### config.mk
export PLATFORM = sky130hd
export DESIGN_NAME = crc32_with_text_guess_core_flat
export DESIGN_NICKNAME = d
export VERILOG_FILES = /design/src/sv/crc32tg_pkg.sv /design/src/sv/crc32tg_if.sv /design/src/sv/crc32_with_text_guess_core.sv /design/src/sv/crc32tg_crc.sv /design/src/sv/crc32tg_guess.sv /design/src/flat_wrapper.sv
export SDC_FILE = /design/constraint.sdc
export NUM_CORES = 1
export LEC_CHECK = 0
export ABC_AREA = 1
export BUFFER_PORTS_ARGS = -buffer_cell sky130_fd_sc_hd__buf_2
export CAP_MARGIN = 20
export CORE_UTILIZATION = 50
export DETAILED_ROUTE_END_ITERATION = 6
export PLACE_DENSITY = 0.69
export SYNTH_ARGS = -nofsm -noshare
export SYNTH_HDL_FRONTEND = slang
export SYNTH_SLANG_ARGS = --single-unit
export TNS_END_PERCENT = 20
### constraint.sdc
create_clock -name clock -period 3.73 [get_ports clock]
set_clock_uncertainty 0.2 [all_clocks]
set_input_delay 0.5595 -clock clock [delete_from_list [all_inputs] [get_ports clock]]
set_output_delay 0.5595 -clock clock [all_outputs]
set_load 0.005 [all_outputs]
### src/sv/crc32tg_pkg.sv
// Shared types, constants and the byte-wise CRC step for the CRC-32 text-guess core.
package crc32tg_pkg;

   localparam int COUNT_BITS = 32;

   typedef logic [7:0]            byte_type;
   typedef logic [31:0]           crc_type;
   typedef logic [COUNT_BITS-1:0] count_type;

   // Reflected form of 0x04C11DB7, bits taken LSB first
   localparam crc_type  CRC_POLY_REFLECTED = 32'hEDB8_8320;
   localparam crc_type  CRC_INIT           = 32'hFFFF_FFFF;
   localparam crc_type  CRC_XOR_OUT        = 32'hFFFF_FFFF;

   // Bytes below TEXT_LOW or at TEXT_HIGH and above count as binary
   localparam byte_type TEXT_LOW           = 8'd7;
   localparam byte_type TEXT_HIGH          = 8'd128;

   localparam int       GUESS_SHIFT        = 2;

   // One pipeline step handed to the state-holding units
   typedef struct packed {
      logic     advance;
      logic     first;
      byte_type data;
   } step_type;

   function automatic crc_type crc_byte(crc_type crc_in, byte_type data);
      crc_type crc;
      crc = crc_in ^ {24'd0, data};
      for (int k = 0; k < 8; k++) begin
         if (crc[0]) begin
            crc = (crc >> 1) ^ CRC_POLY_REFLECTED;
         end else begin
            crc = crc >> 1;
         end
      end
      return crc;
   endfunction

endpackage

### src/sv/crc32tg_if.sv
// Valid/ready channel interfaces for the request and response words.
interface crc32tg_req_if;
   logic                valid;
   logic                ready;
   crc32tg_pkg::byte_type data_byte;
   logic                first_byte;
   logic                last_byte;

   modport source (output valid, output data_byte, output first_byte, output last_byte,
                   input ready);
   modport sink   (input valid, input data_byte, input first_byte, input last_byte,
                   output ready);
endinterface

interface crc32tg_rsp_if;
   logic                 valid;
   logic                 ready;
   crc32tg_pkg::crc_type crc_value;
   logic                 looks_binary;

   modport source (output valid, output crc_value, output looks_binary, input ready);
   modport sink   (input valid, input crc_value, input looks_binary, output ready);
endinterface

### src/sv/crc32_with_text_guess_core.sv
// Top level of the streaming CRC-32 core with a text-or-binary guess.
// Takes one message byte per request word, flagged first and/or last, and keeps a
// reflected CRC-32 (poly 0x04C11DB7, init all ones, final inversion) plus saturating
// counts of binary bytes (0..6, 128..255) and text bytes (7..127). A word marked last
// yields one response word: the inverted CRC and looks_binary, set when the binary
// count exceeds a quarter of the text count. Other bytes yield nothing. A byte without
// first carries on the current message, even after a last byte. Throughput is one byte
// per cycle while no last byte stalls. A last byte, once accepted, is held in the input
// register; when it advances, the CRC/counter update is loaded into the response
// register, which drives the response word. The request side stalls only when a last
// byte waits for a response register that is still held.
module crc32_with_text_guess_core (
   input  logic               clock,
   input  logic               reset,
   crc32tg_req_if.sink        req_if,
   crc32tg_rsp_if.source      rsp_if
);

   // input register
   logic                  s1_valid_ff, s1_valid_in;
   crc32tg_pkg::byte_type s1_data_ff;
   logic                  s1_first_ff;
   logic                  s1_last_ff;

   // response register
   logic                  rsp_valid_ff, rsp_valid_in;
   crc32tg_pkg::crc_type  rsp_crc_ff;
   logic                  rsp_binary_ff;

   logic                  s1_advance;
   logic                  rsp_load;
   logic                  req_take;
   crc32tg_pkg::step_type step;
   crc32tg_pkg::crc_type  crc_next;
   logic                  looks_binary_next;

   // Non-last bytes always move on; a last byte needs a free (or draining) response slot
   always_comb begin
      s1_advance = s1_valid_ff &&
                   (!s1_last_ff || !rsp_valid_ff || rsp_if.ready);
      rsp_load   = s1_advance && s1_last_ff;
      req_take   = req_if.valid && req_if.ready;
   end

   assign req_if.ready = !s1_valid_ff || s1_advance;

   always_comb begin
      step.advance = s1_advance;
      step.first   = s1_first_ff;
      step.data    = s1_data_ff;
   end

   always_comb begin
      s1_valid_in = req_if.ready ? req_if.valid : s1_valid_ff;
   end

   always_comb begin
      if (rsp_load) begin
         rsp_valid_in = 1'b1;
      end else if (rsp_if.ready) begin
         rsp_valid_in = 1'b0;
      end else begin
         rsp_valid_in = rsp_valid_ff;
      end
   end

   crc32tg_crc u_crc (
      .clock    (clock),
      .reset    (reset),
      .step     (step),
      .crc_next (crc_next)
   );

   crc32tg_guess u_guess (
      .clock             (clock),
      .reset             (reset),
      .step              (step),
      .looks_binary_next (looks_binary_next)
   );

   // control
   always_ff @(posedge clock) begin
      if (reset) begin
         s1_valid_ff  <= 1'b0;
         rsp_valid_ff <= 1'b0;
      end else begin
         s1_valid_ff  <= s1_valid_in;
         rsp_valid_ff <= rsp_valid_in;
      end
   end

   // payload, no reset
   always_ff @(posedge clock) begin
      if (req_take) begin
         s1_data_ff  <= req_if.data_byte;
         s1_first_ff <= req_if.first_byte;
         s1_last_ff  <= req_if.last_byte;
      end
      if (rsp_load) begin
         rsp_crc_ff    <= crc_next ^ crc32tg_pkg::CRC_XOR_OUT;
         rsp_binary_ff <= looks_binary_next;
      end
   end

   assign rsp_if.valid        = rsp_valid_ff;
   assign rsp_if.crc_value    = rsp_crc_ff;
   assign rsp_if.looks_binary = rsp_binary_ff;

endmodule

### src/sv/crc32tg_crc.sv
// Running reflected CRC-32 register with its one-byte update.
module crc32tg_crc (
   input  logic                  clock,
   input  logic                  reset,
   input  crc32tg_pkg::step_type step,
   output crc32tg_pkg::crc_type  crc_next
);

   crc32tg_pkg::crc_type crc_ff;
   crc32tg_pkg::crc_type crc_in;
   crc32tg_pkg::crc_type crc_base;

   always_comb begin
      crc_base = step.first ? crc32tg_pkg::CRC_INIT : crc_ff;
      crc_next = crc32tg_pkg::crc_byte(crc_base, step.data);
      crc_in   = step.advance ? crc_next : crc_ff;
   end

   always_ff @(posedge clock) begin
      if (reset) begin
         crc_ff <= crc32tg_pkg::CRC_INIT;
      end else begin
         crc_ff <= crc_in;
      end
   end

endmodule

### src/sv/crc32tg_guess.sv
// Saturating binary/text byte counters and the looks-binary compare.
module crc32tg_guess (
   input  logic                  clock,
   input  logic                  reset,
   input  crc32tg_pkg::step_type step,
   output logic                  looks_binary_next
);

   crc32tg_pkg::count_type binary_ff, binary_in, binary_base, binary_next;
   crc32tg_pkg::count_type text_ff,   text_in,   text_base,   text_next;
   logic                   is_binary;

   always_comb begin
      is_binary   = (step.data < crc32tg_pkg::TEXT_LOW) || (step.data >= crc32tg_pkg::TEXT_HIGH);
      binary_base = step.first ? '0 : binary_ff;
      text_base   = step.first ? '0 : text_ff;
      binary_next = binary_base;
      text_next   = text_base;
      if (is_binary) begin
         if (binary_base != '1) begin
            binary_next = binary_base + crc32tg_pkg::count_type'(1);
         end
      end else begin
         if (text_base != '1) begin
            text_next = text_base + crc32tg_pkg::count_type'(1);
         end
      end
      looks_binary_next = binary_next > (text_next >> crc32tg_pkg::GUESS_SHIFT);
      binary_in = step.advance ? binary_next : binary_ff;
      text_in   = step.advance ? text_next : text_ff;
   end

   always_ff @(posedge clock) begin
      if (reset) begin
         binary_ff <= '0;
         text_ff   <= '0;
      end else begin
         binary_ff <= binary_in;
         text_ff   <= text_in;
      end
   end

endmodule
### src/flat_wrapper.sv
// flat-port wrapper written by rule: the top's interface ports become plain ports
module crc32_with_text_guess_core_flat 
  (clock, reset, req_if_valid, req_if_data_byte, req_if_first_byte, req_if_last_byte, req_if_ready, rsp_if_valid, rsp_if_crc_value, rsp_if_looks_binary, rsp_if_ready);
  crc32tg_req_if req_if_i ();
  crc32tg_rsp_if rsp_if_i ();
  input  logic clock;
  input  logic reset;
  input wire logic [$bits(req_if_i.valid)-1:0] req_if_valid;
  input wire logic [$bits(req_if_i.data_byte)-1:0] req_if_data_byte;
  input wire logic [$bits(req_if_i.first_byte)-1:0] req_if_first_byte;
  input wire logic [$bits(req_if_i.last_byte)-1:0] req_if_last_byte;
  output wire logic [$bits(req_if_i.ready)-1:0] req_if_ready;
  output wire logic [$bits(rsp_if_i.valid)-1:0] rsp_if_valid;
  output wire logic [$bits(rsp_if_i.crc_value)-1:0] rsp_if_crc_value;
  output wire logic [$bits(rsp_if_i.looks_binary)-1:0] rsp_if_looks_binary;
  input wire logic [$bits(rsp_if_i.ready)-1:0] rsp_if_ready;
  assign req_if_i.valid = req_if_valid;
  assign req_if_i.data_byte = req_if_data_byte;
  assign req_if_i.first_byte = req_if_first_byte;
  assign req_if_i.last_byte = req_if_last_byte;
  assign req_if_ready = req_if_i.ready;
  assign rsp_if_valid = rsp_if_i.valid;
  assign rsp_if_crc_value = rsp_if_i.crc_value;
  assign rsp_if_looks_binary = rsp_if_i.looks_binary;
  assign rsp_if_i.ready = rsp_if_ready;
  crc32_with_text_guess_core u_core (.clock(clock), .reset(reset), .req_if(req_if_i), .rsp_if(rsp_if_i));
endmodule
==> impl_results.md <==
- Status: completed
- Post-Syn Instances: about 1500
- Drt initial violations: 909
- Syn Nets: 1590
- Drt pass-1 iters: 5
- Cell variety after synth: 46
- First-pass GRT wire length: 48.56 mm
- Vias per inst: 5.319
- Synthesized area: 0.01050 mm^2
- Dpl hpwl: between 20 and 25 mm
- Crit-path max FO: 6
- Peak VDD IR: 0.3457 mV
- Die W: approximately 150 um
- Leak Pwr: 5.628 nW
- Nets: about 1700
- Most common cell after layout, fill and taps aside: nand2_1
- DR vias: 10320
- Clock-pin slew on the worst setup and hold paths: 0.07 ns
- Async SR Flop Fraction: 0%
- Total number of H-tree levels: 4
- Critical path endpoint category: flop
- #FFs+latches synth: roughly 140
- Routed WL per cell: 16.02 um
- GRT Total Usage: 28.79%
- Layout cell share with drive strength beyond 1: between 20% and 30%
- Max Freq: roughly 280 MHz
- Largest net degree at the start of global routing: 116
- Crit path largest cell delay: 0.38 ns
- Initial antenna violation count: 0
- CP delay by family, top: simple AND/OR/NAND/NOR gates
- Most frequent cells in the layout: 404 x nand2_1, 184 x inv_1, 110 x nor2_1
- DRC errors left: 0
- CTS max path bufs: 2
- Die height: 146.9 um
- Levels on crit path: 25
- EDFF count, synth: 43
- Number of global-route vias before repair: between 9000 and 10000
- Clock Sinks: 141
- Worst rel slew slack: 56.75%
- Critical Path Most Common Cell: nand2_1
- WP data required: 3.71 ns
- CTS buffer count: 17
- Starting Density: just over 50%
- Post-Syn Area per Cell: 6.801 um^2
- I/O Buffers: 48
- Slowest CP cell: edfxtp_1
- Row count: 52
- Worst-skew pair later-pin latency: 0.43 ns
- Main synth FF type: dfxtp_1
- Final period util: 97.24%
- Power density cells: 351.0 mW/mm^2
- Area Growth Syn to Fin: 21.20%
- TritonCTS clock tree: yes
- Synth Warn #: 0
- Slew @ Worst Pin: between 0.6 and 0.7 ns
- Startpoint type of the worst setup path: flop
- Worst path arrival time: 3.61 ns
- R2r worst-path depth: 25
- Register area share after synthesis: 30.98%
- Final critical-path required period: 3.627 ns
- # fillers: 1874
- HP Class: input port to flop
- Worst Path Buf+Inv: 4
- Total die area: 0.02158 mm^2
- Tot Pwr: 0.004466 W
- Post-route ant nets: 0
- Setup Viol. Count Final: 0
- Overflow left after global routing: 0
- Max_cap viols: 0
- Count of boundary I/O pins: 49
- # diodes: 0
- Hold-critical path depth: 1
- GPL Wtd Cong: just under 1
- Core area: around 0.02 mm^2
- Post-Route WL: 31.08 mm
- Setup_tns: 0 ns
- Final hold vios: 0
- CTS root buffer: clkbuf_16
- Critical path class: flop to flop
- Final Max Tran Viols: 0
final timing paths:
path | from | to | slack (ns)
worst max-delay path | u_core.s1_first_ff | u_core.rsp_if.looks_binary | 0.10
worst min-delay path | req_if_data_byte[0] | u_core.s1_data_ff[0] | 0.1
worst max register to register | u_core.s1_first_ff | u_core.rsp_if.looks_binary | 0.10
worst min register to register | u_core.u_crc.crc_ff[13] | u_core.u_crc.crc_ff[13] | 0.27
worst reg2reg max path: cells and delay by family (launching register included):
kind	cells	cell delay, ns
adders and majority gates	2	0.35
AOI/OAI and AO/OA	2	0.27
and+or+nand+nor	17	1.53
buffers and inverters	4	0.64
DFF	1	0.38
per-layer routing:
layer,track usage [%],up-vias,share of wire [%]
li1,-,5135,-
met1,39.73,4766,44
met2,46.33,357,46
met3,4.814,61,7.0
met4,8.093,0,2.6
met5,0,-,0
through the flow:
stage	hold slack, ns	area (um^2)	setup WS [ns]	instances	utilization [%]
after floorplan	0.2327	10500	0.3246	1544	-
after global placement	0.2453	11370	-0.03525	1874	55.67
after detailed placement	0.2523	11370	-0.02592	1874	55.67
after CTS	0.09255	12050	0.03391	1911	58.96
after global routing	0.08347	12730	-0.08187	1940	62.29
final	0.09729	12730	0.1030	1940	62.29
area by class of cell:
type                    instances  area (um^2)  area share [%]
clock buffers                  18        429.2           3.372
clock inverters                14        121.4          0.9537
inverters                     196        735.7           5.781
multi-input cells            1149         6674           52.44
flip-flops and latches        141         3253           25.56
well taps                     270        337.8           2.655
repair buffers                152         1175           9.232
synth_stat cells, drive strengths merged (19+ instances only):
master	count	area (um^2)
clkbuf	40	150.1
o21ai	104	528.0
dfxtp	98	1962
nor2	206	1140
xnor2	21	217.7
a21oi	107	584.3
nand2	472	1869
buf	19	181.4
xor2	60	578.1
nand3	113	630.6
edfxtp	43	1291
ha	32	400.4
inv	194	728.2
registers in the layout, summed over array words and instances (netlist names):
register	flops
u_core.u_guess.text_ff	32
u_core.rsp_if.valid	1
u_core.s1_last_ff	1
u_core.u_crc.crc_ff	32
u_core.u_guess.binary_ff	32
u_core.s1_valid_ff	1
u_core.rsp_if.crc_value	32
u_core.s1_first_ff	1
u_core.rsp_if.looks_binary	1
u_core.s1_data_ff	8
report_power, final:
part	total [W]	internal, W	switching [W]
clock	0.00164	0.000873	0.000765
sequential	0.00178	0.00171	0.0000706
combinational	0.00105	0.000365	0.000681
cells by family after synthesis:
family	synth area share, %
and+or+nand+nor	36.23
adders and majority gates	3.813
DFF	30.98
AOI/OAI and AO/OA	11.24
buffers and inverters	10.16
xor gates and xnor gates	7.579
timing repair:
item | 4_1_cts | 5_1_grt
hold buffers | 0 | 0
gates resized for setup | 11 | 120
setup buffers | 3 | 28
pin swaps | 2 | 47
gates cloned | 2 | 1
endpoints found under the setup margin | 1 | 1
Power figures use the tool's default switching activity.
